`src/design/ksort_pkg.sv`:
```
// Shared types and constants for the keyed insertion sorter.
`timescale 1ns / 1ps

package ksort_pkg;

    // Default number of records the sorter holds.
    localparam int DEF_CAPACITY = 32;

    localparam int KEY_W  = 32;
    localparam int TAG_W  = 16;
    localparam int TOL_W  = 31;
    localparam int ADDR_W = 3;
    localparam int DATA_W = 32;

    // Register indexes, taken from paddr[2].
    localparam logic REG_ASCENDING = 1'b0;
    localparam logic REG_TOLERANCE = 1'b1;

    typedef struct packed {
        logic signed [KEY_W-1:0] key;
        logic [TAG_W-1:0]        tag;
    } rec_t;

    // Control and data broadcast from the top level to every cell.
    typedef struct packed {
        logic             insert;
        logic             drain;
        logic             ascending;
        logic [TOL_W-1:0] tolerance;
        rec_t             fresh;
    } cell_bcast_t;

endpackage

```
`src/design/ksort_cell.sv`:
```
// One compare-and-shift cell of the sorter chain.
`timescale 1ns / 1ps

module ksort_cell
    import ksort_pkg::*;
(
    input  logic        clk,
    input  logic        rst_n,
    input  cell_bcast_t bcast,
    input  logic        lo_valid,
    input  rec_t        lo_rec,
    input  logic        lo_run,
    input  logic        hi_valid,
    input  rec_t        hi_rec,
    input  logic        hi_run,
    output logic        valid,
    output rec_t        rec,
    output logic        run
);

    logic        valid_reg;
    logic        valid_next;
    rec_t        rec_reg;
    rec_t        rec_next;
    logic signed [KEY_W:0] diff;
    logic        moves;

    // A stored key moves past the new one when it lies beyond it by more
    // than the tolerance. The difference is kept one bit wider so it is exact.
    always_comb
    begin
        if (bcast.ascending)
        begin
            diff = {rec_reg.key[KEY_W-1], rec_reg.key}
                 - {bcast.fresh.key[KEY_W-1], bcast.fresh.key};
        end
        else
        begin
            diff = {bcast.fresh.key[KEY_W-1], bcast.fresh.key}
                 - {rec_reg.key[KEY_W-1], rec_reg.key};
        end
        moves = diff > $signed({2'b00, bcast.tolerance});
    end

    // An empty cell never stops the scan.
    assign run = (moves | ~valid_reg) & hi_run;

    always_comb
    begin
        valid_next = valid_reg;
        rec_next   = rec_reg;
        priority if (bcast.drain)
        begin
            valid_next = hi_valid;
            rec_next   = hi_rec;
        end
        else if (bcast.insert)
        begin
            priority if (lo_run)
            begin
                valid_next = lo_valid;
                rec_next   = lo_rec;
            end
            else if (run)
            begin
                valid_next = 1'b1;
                rec_next   = bcast.fresh;
            end
        end
    end

    always_ff @(posedge clk or negedge rst_n)
    begin
        if (!rst_n)
        begin
            valid_reg <= 1'b0;
        end
        else
        begin
            valid_reg <= valid_next;
        end
    end

    always_ff @(posedge clk)
    begin
        rec_reg <= rec_next;
    end

    assign valid = valid_reg;
    assign rec   = rec_reg;

endmodule

```
`config.mk`:
```
export PLATFORM = sky130hd
export DESIGN_NAME = ksort_cell
export DESIGN_NICKNAME = d
export VERILOG_FILES = /design/src/design/ksort_pkg.sv /design/src/design/ksort_cell.sv
export SDC_FILE = /design/constraint.sdc
export NUM_CORES = 1
export LEC_CHECK = 0
export ABC_AREA = 1
export CORE_MARGIN = 5
export CORE_UTILIZATION = 29
export DETAILED_ROUTE_END_ITERATION = 6
export DONT_BUFFER_PORTS = 1
export PLACE_DENSITY = 0.52
export SLEW_MARGIN = 20
export SYNTH_ARGS = -nofsm -noshare
export SYNTH_HDL_FRONTEND = slang
export SYNTH_SLANG_ARGS = --single-unit
```
`constraint.sdc`:
```
create_clock -name clk -period 4.35 [get_ports clk]
set_input_delay 0.6525 -clock clk [delete_from_list [all_inputs] [get_ports clk]]
set_output_delay 0.6525 -clock clk [all_outputs]
set_load 0.03 [all_outputs]
```
==> summary.md <==
| Metric | Value |
|---|---|
| Run status | finished with violations |
| Worst-Skew Late Latency | 310 ps |
| Yosys cell types | 45 |
| Drt first pass iters | 5 |
| CTS tree | built |
| NetSw | 0.001210 W |
| CP max-delay cell | edfxtp_1 |
| # diodes | 0 |
| Via count | 7503 |
| Sw Ratio | 42.71% |
| Pre-CTS WS | -434.4 ps |
| Max-slew headroom | 36.79% |
| Area post-placement | 8673 µm² |
| Tmin final | 4480 ps |
| Post-synth EDFFs | 48 |
| CP Data Required Time | 3700 ps |
| Register area share after synthesis | 20.85% |
| Share of layout cells above drive strength 1 | 25.02% |
| Post-synth top cells | 282 x nand2_1, 176 x inv_1, 167 x a21oi_1 |
| Yosys warning count | 0 |
| DRC | 0 |
| Worst Setup End Kind | primary output |
| Core Region | 24110 µm² |
| Syn_area_per_cell | 6.430 µm² |
| Routed met1 length | 12680 µm |
| Critical path launch point type | flip-flop |
| Max-slew violation count | 0 |
| Reg power frac | 23.3% |
| Synthesis-to-layout area growth | 34.33% |
| Port Buffers | 0 |
| FFs w/ async S/R, synth | 2.041% |
| Post-CTS Hold Fix Bufs | 0 |
| Mapped cell area | 7034 µm² |
| H-tree lvl count | 2 |
| Highest Signal Layer | met4 |
| Post-route clock period utilization | 103.0% |
| Setup clock skew after layout | 9.655 ps |
| DR WL met2 | 11850 µm |
| First-pass GRT wire length | 39950 µm |
| Antenna-violating nets left | 0 |
| Peak Freq | 223.2 MHz |
| Area leader, netlist | edfxtp_1 |
| Clk pwr share | 19.0% |
| Die area | 27470 µm² |
| Max cap viols | 0 |
| P_int | 0.001623 W |
| R2R cell count | 31 |
| Kind of critical path | flip-flop to primary output |
| Final-report hold violation count | 0 |
| CP max FO | 4 |
| Starting Density | 29.18% |
| Cell Rows | 57 |
| R2r setup slk | -10 ps |
| Top-area cell type share of the netlist area | 20.49% |
| Post-synth top flop | edfxtp_1 |
| Worst path depth | 26 |
| Clk slew on worst S/H paths | 80 ps |
| Syn Nets | 1375 |
| Crit path max-delay family | simple AND/OR/NAND/NOR gates |
| HPWL after detailed placement | 20780 µm |
| Vias in the first global route | 7566 |
| RSZ-0062 raised after global routing | yes |
| Drt total wl | 25690 µm |
| WL/cell | 16.23 µm |
| Gr ovfl total | 0 |
| CP bufs+invs | 2 |
| Die Wd | 165.7 µm |
| Worst-Margin Slew | 946.8 ps |
| Pleak | 4.737 nW |
| Count leader, synth | nand2_1 |
| CP Data Arrival Time | 3830 ps |
| Cts bufs inserted | 5 |
| Die height | 165.7 µm |
| Finished layout cell area | 9449 µm² |
| Post-route setup slack | -130.4 ps |
| Initial antenna violation count | 0 |
| Post-Place Cells | 1559 |
| Gpl congestion | 0.8961 |
| Max VDD drop | 0.1661 mV |
| Num ports | 234 |
| 1st-iter DRT viols | 426 |
| Root Driver | clkbuf_16 |
| Violated checks | negative setup slack |
| Final nets | 1539 |
| Final setup violation count | 27 |
| Mapped Cells | 1094 |
| CTS Buffer Depth | 2 |
| Clock Sinks | 49 |
| Combinational power share | 57.7% |
| Max reg flops | 48 |
| Final std cells w/o fill | 1583 |
| Tot GR Track Use | 17.66% |
| Largest cells by area after synthesis | edfxtp_1 20%, ha_1 17%, nand2_1 15% |
| Seq cells post-synth | 49 |
| Largest net degree at the start of global routing | 53 |
| Drt via density | 4.740 |
| Power Dens Cells | 299.9 nW/µm² |
| Slowest Stage Delay on Critical Path | 460 ps |
| Metal3 WL | 990 µm |
| Hold_ws | 31.47 ps |
| Min-Delay Path Class | primary input to asynchronous set/reset pin |
## cell usage in the layout, fill, tap and decap left out, types with 6 or more instances in the layout
master / count
o21bai_1: 8
buf_4: 179
o21ai_0: 22
o211ai_1: 7
edfxtp_1: 48
ha_1: 76
inv_1: 163
nand2_1: 265
a21oi_1: 157
xnor2_1: 12
nor2_2: 13
xor2_1: 15
o21ai_1: 12
a21oi_2: 11
nand2_2: 26
inv_2: 13
nor2_1: 101
nor3_1: 6
ha_4: 15
nand3_1: 24
clkbuf_16: 7
## metal layers
layer	up-vias	track usage (%)
met5	-	0
met4	0	2.582
met3	8	2.119
met2	164	29.49
met1	3458	25.13
li1	3873	-
## stage by stage
stage | setup TNS, ps | utilization (%) | total power (W)
final | -283.6 | 39.20 | 0.002834
after global routing | -14090 | 39.20 | 0.003052
after CTS | -171.0 | 37.96 | 0.002757
after detailed placement | -20020 | 35.98 | 0.002138
after global placement | -19420 | 35.98 | 0.002128
after floorplan | -1717 | - | 0.001568
## kinds of logic (layout without fill, tap and decap cells)
kind of cell             Yosys count  after routing  share of synthesized area (%)
AO/OA/AOI/OAI                    252            252                          19.98
AND/OR/NAND/NOR                  457            457                          26.73
XOR/XNOR                          27             27                          3.362
multiplexers                       2              2                         0.3024
adder cells (fa/ha/maj)           97             97                          17.47
flip-flops                        49             49                          20.85
buffers and inverters            210            375                          11.31
## power by group through the flow
stage	registers (W)	clock network (W)	logic, W
after CTS	0.000662	0.000549	0.00155
after global placement	0.000666	0	0.00146
final	0.000661	0.000537	0.00164
after floorplan	0.000721	0	0.000847
after detailed placement	0.000668	0	0.00147
after global routing	0.000667	0.000568	0.00182
## layout make-up
class                           count  area (µm²)
Multi-Input combinational cell    835        5184
Fill cell                        2659       14660
Sequential cell                    49        1466
Timing Repair Buffer              188        1519
Tap cell                          324       405.4
Inverter                          179       680.7
Clock inverter                      3       68.82
Clock buffer                        5       125.1
## worst paths after layout
| check | start | end |
|---|---|---|
| hold / removal | rst_n | valid$_DFFE_PN0P_ |
| setup / recovery | rec[17]$_DFFE_PP_ | run |
| setup reg to reg | rec[17]$_DFFE_PP_ | rec[45]$_DFFE_PP_ |
| hold reg to reg | valid$_DFFE_PN0P_ | valid$_DFFE_PN0P_ |
| max in group asynchronous | rst_n | valid$_DFFE_PN0P_ |
| min in group clk | hi_rec[8] | rec[8]$_DFFE_PP_ |
## repair_timing
item | CTS | global route
resized for setup | 53 | 40
endpoints found under the hold margin | 0 | 0
buffers inserted | 4 | 8
gates cloned | 1 | 3
endpoints found under the setup margin | 48 | 49
pin swaps | 14 | 30
No activity file was read; power rests on OpenSTA's default activity.
