<file path="src/design/ksort_pkg.sv">
// Shared types and constants for the keyed insertion sorter.
`timescale 1ns / 1ps

package ksort_pkg;

    // Default number of records the sorter holds.
    localparam int DEF_CAPACITY = 32;

    localparam int KEY_W  = 32;
    localparam int TAG_W  = 16;
    localparam int TOL_W  = 31;
    localparam int ADDR_W = 3;
    localparam int DATA_W = 32;

    // Register indexes, taken from paddr[2].
    localparam logic REG_ASCENDING = 1'b0;
    localparam logic REG_TOLERANCE = 1'b1;

    typedef struct packed {
        logic signed [KEY_W-1:0] key;
        logic [TAG_W-1:0]        tag;
    } rec_t;

    // Control and data broadcast from the top level to every cell.
    typedef struct packed {
        logic             insert;
        logic             drain;
        logic             ascending;
        logic [TOL_W-1:0] tolerance;
        rec_t             fresh;
    } cell_bcast_t;

endpackage

</file>
<file path="src/design/ksort_regs.sv">
// Configuration register file behind the APB-style port.
`timescale 1ns / 1ps

module ksort_regs
    import ksort_pkg::*;
(
    input  logic              clk,
    input  logic              rst_n,
    input  logic              psel,
    input  logic              penable,
    input  logic              pwrite,
    input  logic [ADDR_W-1:0] paddr,
    input  logic [DATA_W-1:0] pwdata,
    output logic [DATA_W-1:0] prdata,
    output logic              pready,
    output logic              ascending,
    output logic [TOL_W-1:0]  tolerance
);

    logic             ascending_reg;
    logic             ascending_next;
    logic [TOL_W-1:0] tolerance_reg;
    logic [TOL_W-1:0] tolerance_next;
    logic             wr_en;

    assign pready = 1'b1;
    assign wr_en  = psel & penable & pwrite;

    always_comb
    begin
        ascending_next = ascending_reg;
        tolerance_next = tolerance_reg;
        if (wr_en)
        begin
            unique case (paddr[2])
                REG_ASCENDING: ascending_next = pwdata[0];
                REG_TOLERANCE: tolerance_next = pwdata[TOL_W-1:0];
                default:       ascending_next = ascending_reg;
            endcase
        end
    end

    always_ff @(posedge clk or negedge rst_n)
    begin
        if (!rst_n)
        begin
            ascending_reg <= 1'b1;
            tolerance_reg <= '0;
        end
        else
        begin
            ascending_reg <= ascending_next;
            tolerance_reg <= tolerance_next;
        end
    end

    always_comb
    begin
        unique case (paddr[2])
            REG_ASCENDING: prdata = {{(DATA_W-1){1'b0}}, ascending_reg};
            REG_TOLERANCE: prdata = {{(DATA_W-TOL_W){1'b0}}, tolerance_reg};
            default:       prdata = '0;
        endcase
    end

    assign ascending = ascending_reg;
    assign tolerance = tolerance_reg;

endmodule

</file>
<file path="config.mk">
export PLATFORM = sky130hd
export DESIGN_NAME = ksort_regs
export DESIGN_NICKNAME = d
export VERILOG_FILES = /design/src/design/ksort_pkg.sv /design/src/design/ksort_regs.sv
export SDC_FILE = /design/constraint.sdc
export NUM_CORES = 1
export LEC_CHECK = 0
export BUFFER_PORTS_ARGS = -buffer_cell sky130_fd_sc_hd__buf_2
export CORE_MARGIN = 5
export CORE_UTILIZATION = 44
export CTS_CLUSTER_SIZE = 28
export DETAILED_ROUTE_END_ITERATION = 10
export GPL_TIMING_DRIVEN = 0
export PLACE_DENSITY_LB_ADDON = 0.25
export SLEW_MARGIN = 20
export SYNTH_ARGS = -nofsm -noshare
export SYNTH_HDL_FRONTEND = slang
export SYNTH_SLANG_ARGS = --single-unit
</file>
<file path="constraint.sdc">
create_clock -name clk -period 1.08 [get_ports clk]
set_input_delay 0.108 -clock clk [delete_from_list [all_inputs] [get_ports clk]]
set_output_delay 0.108 -clock clk [all_outputs]
set_load 0.005 [all_outputs]
</file>
==> metrics.md, run 1 <==
| Metric | Value |
|---|---|
| Outcome | `finished with violations` |
| Violated checks | `negative setup slack` |
| P&R area growth vs syn | `80.2%` |
| DP HPWL | `between 2 and 3 mm` |
| Drt first pass iters | `2` |
| Worst slew pin tran | `700 ps` |
| Final WL | `4.73 mm` |
| Final worst setup slack | `-137 ps` |
| Die Footprint | `between 4000 and 5000 sq um` |
| Switching Fraction | `between 20% and 30%` |
| Top-count cell post-synth | `dfrtp_1` |
| Max Clk Rate | `822 MHz` |
| Share of cells above drive strength 1 | `69.6%` |
| Die H | `69.6 microns` |
| Area after DPL | `2120 sq um` |
| # IOs | `105` |
| Crit-path max FO | `2` |
| Num rows | `21` |
| Hold Path Class | `in -> reg` |
| Net Count, Synth | `~150` |
| Max FFs per register | `31` |
| Syn_area_per_cell | `between 10 and 15 sq um` |
| Clock buffer depth | `2` |
| Crit path DAT | `between 1000 and 1500 ps` |
| DR iter-0 viols | `41` |
| Vias in the first global route | `1457` |
| Logic pwr share | `between 40% and 50%` |
| Power Dens Cells | `around 1500 nW/um^2` |
| Register area share after synthesis | `about half` |
| Final Skew | `0 ps` |
| Final net count | `between 300 and 400` |
| Post-synth EDFFs | `0` |
| Slew Limit Fails | `0` |
| Post-synth top cells | `31 x dfrtp_1, 30 x and2_1, 30 x mux2_4` |
| Peak VDD IR | `between 0.9 and 1 mV` |
| Synth top area share | `49.6%` |
| Setup repair after global routing missed its margin | `yes` |
| Reg power frac | `about two fifths` |
| Core Region | `3390 sq um` |
| Worst-Skew Late Latency | `between 300 and 400 ps` |
| I/O Buffers | `99` |
| ANT nets after route | `0` |
| Synth Cell Area | `between 1500 and 2000 sq um` |
| Rel. slew slack | `53.4%` |
| Flop2flop setup slack | `40 ps` |
| Setup TNS | `-1320 ps` |
| Clock share of power | `14.5%` |
| Largest net degree at the start of global routing | `33` |
| Pint | `about 3.1 mW` |
| Setup CP Type | `reg -> out` |
| Via/cell ratio | `4.58` |
| Synth cell types | `11` |
| Total grt overflow | `0` |
| Post-synth ARST share | `100%` |
| First-pass GRT wire length | `between 6 and 7 mm` |
| Cells after synthesis | `107` |
| Diode count | `0` |
| Startpoint types | `flop` |
| Crit path time final | `1220 ps` |
| Flops & latches, synth | `32` |
| Main synth FF type | `dfrtp_1` |
| Drt wl/cell | `about 15 microns` |
| WP data required | `970 ps` |
| Area leader, netlist | `dfrtp_1` |
| CTS tree | `yes` |
| Fin. Hold Viols | `0` |
| Fin crit share | `113%` |
| Worst Setup End Kind | `primary output` |
| Psw | `~1.2 mW` |
| Initial core utilization | `46.1%` |
| Final Instance Area | `2820 sq um` |
| Routed vias | `1446` |
| Clock-pin transition on the worst setup and hold timing paths | `approximately 90 ps` |
| Ys Warns | `0` |
| Cell chosen for the clock root | `clkbuf_4` |
| Number of max-cap violations | `0` |
| GPL Wtd Cong | `0.796` |
| # setup viols final | `36` |
| Tot GR Track Use | `17.5%` |
| Post-route DRC | `0` |
| Leak | `1.58 nW` |
| Cts bufs inserted | `5` |
| Clock sinks | `32` |
| H-tree depth | `2` |
| Initial antenna violation count | `0` |
| Synth area leaders | `dfrtp_1 50%, mux2_4 29%, and2_1 12%, buf_6 2.2%, mux2_2 2.2%` |
| Die W | `69.6 microns` |
## placed cells by master (no fill, tap or decap), drive strengths merged
cell type	count
dfrtp	31
clkbuf	9
nand4	1
dfstp	1
dlygate4sd3	18
conb	2
buf	143
nand4b	1
clkinv	1
mux2	33
and2	30
## layer usage
layer	track usage (%)	vias to the layer above	part of all wire, %	routed length [microns]
met3	6.96	11	9.9	470
met2	28.2	76	50	2390
met5	0	-	0	0
met4	9.76	0	2.3	108
met1	19.6	685	37	1760
li1	-	674	-	-
## path summary, 6_finish.rpt
path | to | startpoint | cells after the start
worst max-delay path | prdata[0] | tolerance[0] | 2
worst min-delay path | tolerance[18] | pwdata[18] | 2
worst max register to register | tolerance[16] | tolerance[16] | 3
worst min register to register | tolerance[15] | tolerance[15] | 1
max in group asynchronous | tolerance[2] | rst_n | 2
min in group asynchronous | tolerance[9] | rst_n | 2
## worst max-delay path, cell delays in order, from the launching register on
cell and delay [ps]:
dfrtp_1 400, mux2_4 270, buf_6 110
## timing repair
action / 4_1_cts / 5_1_grt
endpoints found under the setup margin: 32 / 44
hold buffers: 11 / 7
gates resized for setup: 3 / 34
endpoints found under the hold margin: 41 / 7
setup buffers: 20 / 19
## stage by stage
step	hold slack (ps)	cells	worst slack (ps)	total power, mW	utilization (%)
floorplan	-188	107	214	2.24	-
global placement	180	252	-8.26	2.79	62.4
detailed placement	193	252	-6.89	2.83	62.4
CTS	0.0720	290	-144	3.75	71.9
global route	-3.47	316	-193	4.56	83.1
finish	6.74	316	-137	4.30	83.1
## power by group through the flow
stage	Sequential (mW)	Combinational (mW)	Clock [mW]
3_3_place_gp	1.66	1.14	0
3_5_place_dp	1.68	1.15	0
5_1_grt	1.69	2.17	0.702
2_1_floorplan	1.68	0.556	0
6_report	1.65	2.02	0.623
4_1_cts	1.63	1.48	0.633
## area by class of cell
cell class              count  area, sq um
well taps                  46         57.6
repair buffers            156         1140
flip-flops and latches     32          802
fillers                   195          573
clock inverters             1         5.00
clock buffers               6         41.3
plain buffers               8         60.1
multi-input cells          67          714
## logic make-up after synthesis
| logic type | after synthesis | synth area share [%] |
|---|---|---|
| AND/OR/NAND/NOR | 32 | 13.4 |
| flip-flops | 32 | 51.3 |
| other | 2 | 0.481 |
| multiplexers | 33 | 31.0 |
| buffers and inverters | 8 | 3.84 |
(Power assumes the default switching activity.)
==> inputs of run 2 (changes only) <==
--- a/config.mk
+++ b/config.mk
@@ -5,9 +5,9 @@
 export SDC_FILE = /design/constraint.sdc
 export NUM_CORES = 1
 export LEC_CHECK = 0
+export ABC_AREA = 1
 export BUFFER_PORTS_ARGS = -buffer_cell sky130_fd_sc_hd__buf_2
-export CORE_MARGIN = 5
-export CORE_UTILIZATION = 44
+export CORE_UTILIZATION = 45
 export CTS_CLUSTER_SIZE = 28
 export DETAILED_ROUTE_END_ITERATION = 10
 export GPL_TIMING_DRIVEN = 0
==> run 2 against run 1 <==
The run still ends with negative setup slack left. Clock skew is the same. First-iteration DRC count up 71%. Hold slack got worse by 3.5 ps. Largest power group is now sequential cells. Final cell count is 24% higher.
==> metrics.md, run 2 <==
| Metric | Value |
|---|---|
| Outcome | `finished with violations` |
| Violated checks | `negative setup slack` |
| Max Clk Rate | `834 MHz` |
| Synth top area share | `around half` |
| Crit-path max FO | `3` |
| Via/cell ratio | `between 4 and 5` |
| Clock-pin transition on the worst setup and hold timing paths | `100 ps` |
| WP data required | `970 ps` |
| Synth area leaders | `dfrtp_1 49%, nand2_1 23%, nand3_1 10%, inv_1 7.4%, buf_2 3.2%` |
| Die Footprint | `3750 sq um` |
| Dpl cells | `358` |
| Ys Warns | `0` |
| Drt first pass iters | `4` |
| Vias in the first global route | `1468` |
| Cts bufs inserted | `5` |
| Total Power | `roughly 3.3 mW` |
| Post-route DRC | `0` |
| Routed vias | `1749` |
| Post-synth EDFFs | `0` |
| H-tree depth | `2` |
| Core Region | `3360 sq um` |
| Num rows | `21` |
| Area leader, netlist | `dfrtp_1` |
| Cell chosen for the clock root | `clkbuf_4` |
| Share of cells above drive strength 1 | `37.6%` |
| Synth Cell Area | `1580 sq um` |
| Synth cell types | `12` |
| Clock sinks | `32` |
| Cells after synthesis | `214` |
| Initial antenna violation count | `0` |
| Initial core utilization | `47.0%` |
| Final net count | `385` |
| CTS tree | `yes` |
| Main synth FF type | `dfrtp_1` |
| Layout Cells excl Fill | `392` |
| Switching Fraction | `between 30 and 40%` |
| Fin crit share | `111%` |
| ANT nets after route | `0` |
| Crit path DAT | `1090 ps` |
| Worst Setup End Kind | `primary output` |
| Worst slew pin tran | `708 ps` |
| Reg power frac | `between 40% and 50%` |
| Top-count cell post-synth | `nand2_1` |
| Peak VDD IR | `0.846 mV` |
| First-pass GRT wire length | `6.06 mm` |
| GPL Wtd Cong | `0.698` |
| I/O Buffers | `98` |
| Clock buffer depth | `2` |
| Total grt overflow | `0` |
| Register area share after synthesis | `50.8%` |
| Max FFs per register | `31` |
| Psw | `1.02 mW` |
| Drt wl/cell | `roughly 11 microns` |
| Flops & latches, synth | `32` |
| Leak | `1.66 nW` |
| Setup repair after global routing missed its margin | `yes` |
| Post-synth top cells | `98 x nand2_1, 32 x nand3_1, 31 x dfrtp_1, 31 x inv_1, 10 x buf_2` |
| Logic pwr share | `30.3%` |
| Final worst setup slack | `-119 ps` |
| Most common cell after layout, fill and taps aside | `buf_2` |
| Hold Path Class | `in -> reg` |
| Worst-Skew Late Latency | `330 ps` |
| Crit path time final | `1200 ps` |
| P&R area growth vs syn | `53.6%` |
| Slew Limit Fails | `0` |
| Net Count, Synth | `254` |
| Startpoint types | `flop` |
| Final Util | `72.2%` |
| Pint | `2.29 mW` |
| Rel. slew slack | `a little over half` |
| Fin. Hold Viols | `0` |
| Setup CP Type | `reg -> out` |
| Final WL | `4.14 mm` |
| Diode count | `0` |
| Syn_area_per_cell | `~7.4 sq um` |
| # setup viols final | `5` |
| Post-synth ARST share | `100%` |
| Setup TNS | `-171 ps` |
| DP HPWL | `2.81 mm` |
| Die H | `61.3 microns` |
| Most frequent cells in the layout | `108 x buf_2, 98 x nand2_1, 32 x nand3_1` |
| Final Skew | `0 ps` |
| Number of max-cap violations | `0` |
| DR iter-0 viols | `70` |
| # IOs | `approximately 110` |
| Clock share of power | `21.5%` |
| Pre-CTS setup slack | `between 100 and 150 ps` |
| Die W | `61.3 microns` |
| Largest net degree at the start of global routing | `33` |
| Tot GR Track Use | `22.7%` |
| Power Dens Cells | `1360 nW/um^2` |
==> run 2: changes by cell type after synthesis, moves of 2 or more <==
cell	delta
mux2_2	-3
mux2_4	-30
buf_2	+10
nand4_1	+2
and2_1	-30
nand3_1	+32
nand2_1	+98
inv_1	+31
clkbuf_1	-3
==> run 2: final timing paths <==
| check | cells past startpoint | slack, ps | endpoint | start |
|---|---|---|---|---|
| min in group asynchronous | 2 | 350 | tolerance[2] | rst_n |
| worst max register to register | 4 | 220 | tolerance[24] | tolerance[24] |
| worst min-delay path | 3 | 3 | tolerance[1] | pwdata[1] |
| max in group asynchronous | 2 | 270 | tolerance[21] | rst_n |
| worst min register to register | 2 | 480 | ascending | ascending |
| worst max-delay path | 3 | -120 | prdata[0] | ascending |
==> run 2: timing repair <==
action / 4_1_cts / 5_1_grt
setup buffers: 2 / 6
hold buffers: 18 / 0
pin swaps: 1 / 2
resized for setup: 0 / 0
hold endpoints to repair: 48 / 0
endpoints found under the setup margin: 9 / 32
==> run 2: critical path: stages (launching register included) <==
cell	delay [ps]
dfstp_2	550
nand2_1	50
nand2_1	50
buf_2	100
==> run 2: cells by family (layout without fill, tap and decap cells) <==
group	Yosys count	in the layout	synth area share (%)
and+or+nand+nor	133	133	34.9
buffers and inverters	47	179	13.9
DFF	32	32	50.8
other	2	2	0.475
==> run 2: cell type report <==
class	count	area [sq um]
inverters	32	120
well taps	46	57.6
clock buffers	8	58.8
flip-flops and latches	32	802
plain buffers	15	98.8
multi-input cells	135	559
repair buffers	124	731
fillers	305	936
==> run 2: layer usage <==
metal | track usage (%) | routed length, microns | part of all wire [%] | up-vias
met5 | 0 | 0 | 0 | -
met1 | 25.0 | 1760 | 42 | 789
met2 | 40.5 | 2090 | 50 | 63
li1 | - | - | - | 893
met3 | 7.35 | 251 | 6.1 | 4
met4 | 8.77 | 40 | 0.97 | 0
==> run 2: power groups by stage <==
stage          Clock, mW  Combinational (mW)  Sequential, mW
2_1_floorplan          0               0.364            1.63
3_3_place_gp           0               0.852            1.61
3_5_place_dp           0               0.877            1.61
4_1_cts            0.729               0.947            1.59
5_1_grt            0.790                1.16            1.62
6_report           0.713                1.00            1.59
==> run 2: stage by stage <==
| stage | instance area, sq um | hold WS [ps] |
|---|---|---|
| 5_1_grt | 2430 | 4.62 |
| 3_5_place_dp | 2130 | 197 |
| 3_3_place_gp | 2130 | 197 |
| 6_report | 2430 | 3.23 |
| 2_1_floorplan | 1580 | -188 |
| 4_1_cts | 2380 | 0.180 |
==> inputs of run 3 (changes only) <==
--- a/config.mk
+++ b/config.mk
@@ -7,10 +7,12 @@
 export LEC_CHECK = 0
 export ABC_AREA = 1
 export BUFFER_PORTS_ARGS = -buffer_cell sky130_fd_sc_hd__buf_2
-export CORE_UTILIZATION = 45
+export CORE_UTILIZATION = 25
 export CTS_CLUSTER_SIZE = 28
 export DETAILED_ROUTE_END_ITERATION = 10
 export GPL_TIMING_DRIVEN = 0
+export HOLD_SLACK_MARGIN = 0.05
+export MAX_ROUTING_LAYER = met4
 export PLACE_DENSITY_LB_ADDON = 0.25
 export SLEW_MARGIN = 20
 export SYNTH_ARGS = -nofsm -noshare
==> run 3 against run 2 <==
Critical endpoint unchanged. First-iteration DRC count is 14% lower. Sequential power hardly changed. Final area is 1.3% lower. Worst setup slack better by 55 ps. Register-to-register slack better by 130 ps. Critical path type unchanged. Clock-buffer cell count is 1 lower. Largest power group unchanged. Largest cell class is now flip-flops and latches. Final cell count is 3.6% higher. Power is 14% higher. The run still ends with negative setup slack left. Clock skew stayed put. Clock power is 77% higher. Non-clock buffer count is 15 lower. Via count is 5.6% lower.
==> metrics.md, run 3 (synthesized netlist as in run 2, its figures left out) <==
| Metric | Value |
|---|---|
| Crit path time final | `1140 ps` |
| Hold wc startpoint | `pwdata[13]` |
| Tot GR Track Use | `14.0%` |
| Final Instance Area | `2400 sq um` |
| # IOs | `105` |
| Initial core utilization | `26.2%` |
| Leak | `around 1.6 nW` |
| Clock sinks | `32` |
| Initial antenna violation count | `0` |
| # setup viols final | `1` |
| Startpoint types | `flop` |
| Crit path launch | `ascending` |
| Crit path DAT | `roughly 1000 ps` |
| Pre-CTS setup slack | `43.0 ps` |
| Diode count | `0` |
| Max FFs per register | `31` |
| Die H | `81.5 microns` |
| DP HPWL | `3.08 mm` |
| Cts bufs inserted | `5` |
| Most common cell after layout, fill and taps aside | `buf_2` |
| Most frequent cells in the layout | `108 x buf_2, 98 x nand2_1, 32 x nand3_1` |
| Post-CTS resize count | `0` |
| Layout Cells excl Fill | `406` |
| CTS tree | `yes` |
| Worst-Skew Late Latency | `280 ps` |
| Worst Setup End Kind | `primary output` |
| DR iter-0 viols | `60` |
| Worst reg2reg startpoint | `tolerance[4]` |
| Clock-pin transition on the worst setup and hold timing paths | `about 70 ps` |
| ANT nets after route | `0` |
| Drt first pass iters | `4` |
| Vias in the first global route | `about 1400` |
| FF+latch area | `802 sq um` |
| Drt wl/cell | `around 11 microns` |
| Rel. slew slack | `50.7%` |
| WP data required | `970 ps` |
| Fill cells | `652` |
| Slew Limit Fails | `0` |
| Clock buffer depth | `2` |
| Final Skew | `0 ps` |
| P&R area growth vs syn | `51.6%` |
| Worst slew pin tran | `~740 ps` |
| Largest net degree at the start of global routing | `33` |
| GPL Wtd Cong | `0.692` |
| Final net count | `370` |
| Share of cells above drive strength 1 | `38.1%` |
| Fin crit share | `106%` |
| Multi-input combinational cell area | `559 sq um` |
| Setup CP Type | `reg -> out` |
| Hold Path Class | `in -> reg` |
| Num rows | `28` |
| First-pass GRT wire length | `6.68 mm` |
| H-tree depth | `2` |
| Core Region | `approximately 6000 sq um` |
| Post-route DRC | `0` |
| I/O Buffers | `slightly below 100` |
| Die Footprint | `6640 sq um` |
| Final WL | `4.29 mm` |
| Dpl cells | `387` |
| Fin. Hold Viols | `0` |
| Crit-path max FO | `3` |
| Peak VDD IR | `about 0.71 mV` |
| Die W | `roughly 82 microns` |
| Violated checks | `negative setup slack` |
| Power Dens Cells | `roughly 1600 nW/um^2` |
| Area after DPL | `2160 sq um` |
| Setup repair after global routing missed its margin | `yes` |
| Number of max-cap violations | `0` |
| Via/cell ratio | `4.07` |
| Final hold slack | `roughly 57 ps` |
| Routed vias | `1651` |
| Outcome | `finished with violations` |
| Cell chosen for the clock root | `clkbuf_8` |
| Max Clk Rate | `874 MHz` |
| Final worst setup slack | `-63.8 ps` |
| Total grt overflow | `0` |
run 3: repair_timing:
item	in CTS	in global routing
hold endpoints to repair	39	0
buffers inserted	0	2
hold buffers	9	0
setup endpoints to repair	1	4
run 3: worst max-delay path: stages (launching register included):
cell and delay (ps):
dfstp_2 540, nand2_1 50, nand2_1 60, buf_2 100
run 3: routing by layer:
metal	up-vias	global-route usage, %	routed length [microns]
li1	864	-	-
met1	716	16.5	1930
met2	63	22.8	2010
met3	8	3.56	277
met4	0	5.89	68
met5	-	-	0
run 3: worst paths after layout:
path / to / slack (ps) / depth (start not counted)
max reg2reg: tolerance[4] / 350 / 3
min reg2reg: ascending / 480 / 2
min in group asynchronous: tolerance[23] / 420 / 2
min: tolerance[13] / 60 / 3
max in group asynchronous: tolerance[4] / 190 / 2
max: prdata[0] / -60 / 3
run 3: cell type report:
cell class	count	area share, %
buffer	15	4.13
clock buffer	7	4.02
clock inverter	1	1.25
inverter	32	5.01
multi-input combinational	135	23.3
sequential	32	33.5
tap	75	3.92
timing repair buffer	109	24.9
run 3: power breakdown:
| group | leakage, nW | internal [mW] | switching, mW |
|---|---|---|---|
| logic | 1.15 | 0.468 | 0.437 |
| registers | 0.400 | 1.43 | 0.167 |
| clock network | 0.0645 | 0.814 | 0.445 |
run 3: metrics by stage:
stage	utilization, %	TNS, ps	total power [mW]
2_1_floorplan	-	0	1.99
3_3_place_gp	35.9	0	2.48
3_5_place_dp	35.9	0	2.50
4_1_cts	39.5	-93.4	3.80
5_1_grt	39.8	-124	4.05
6_report	39.8	-63.8	3.76
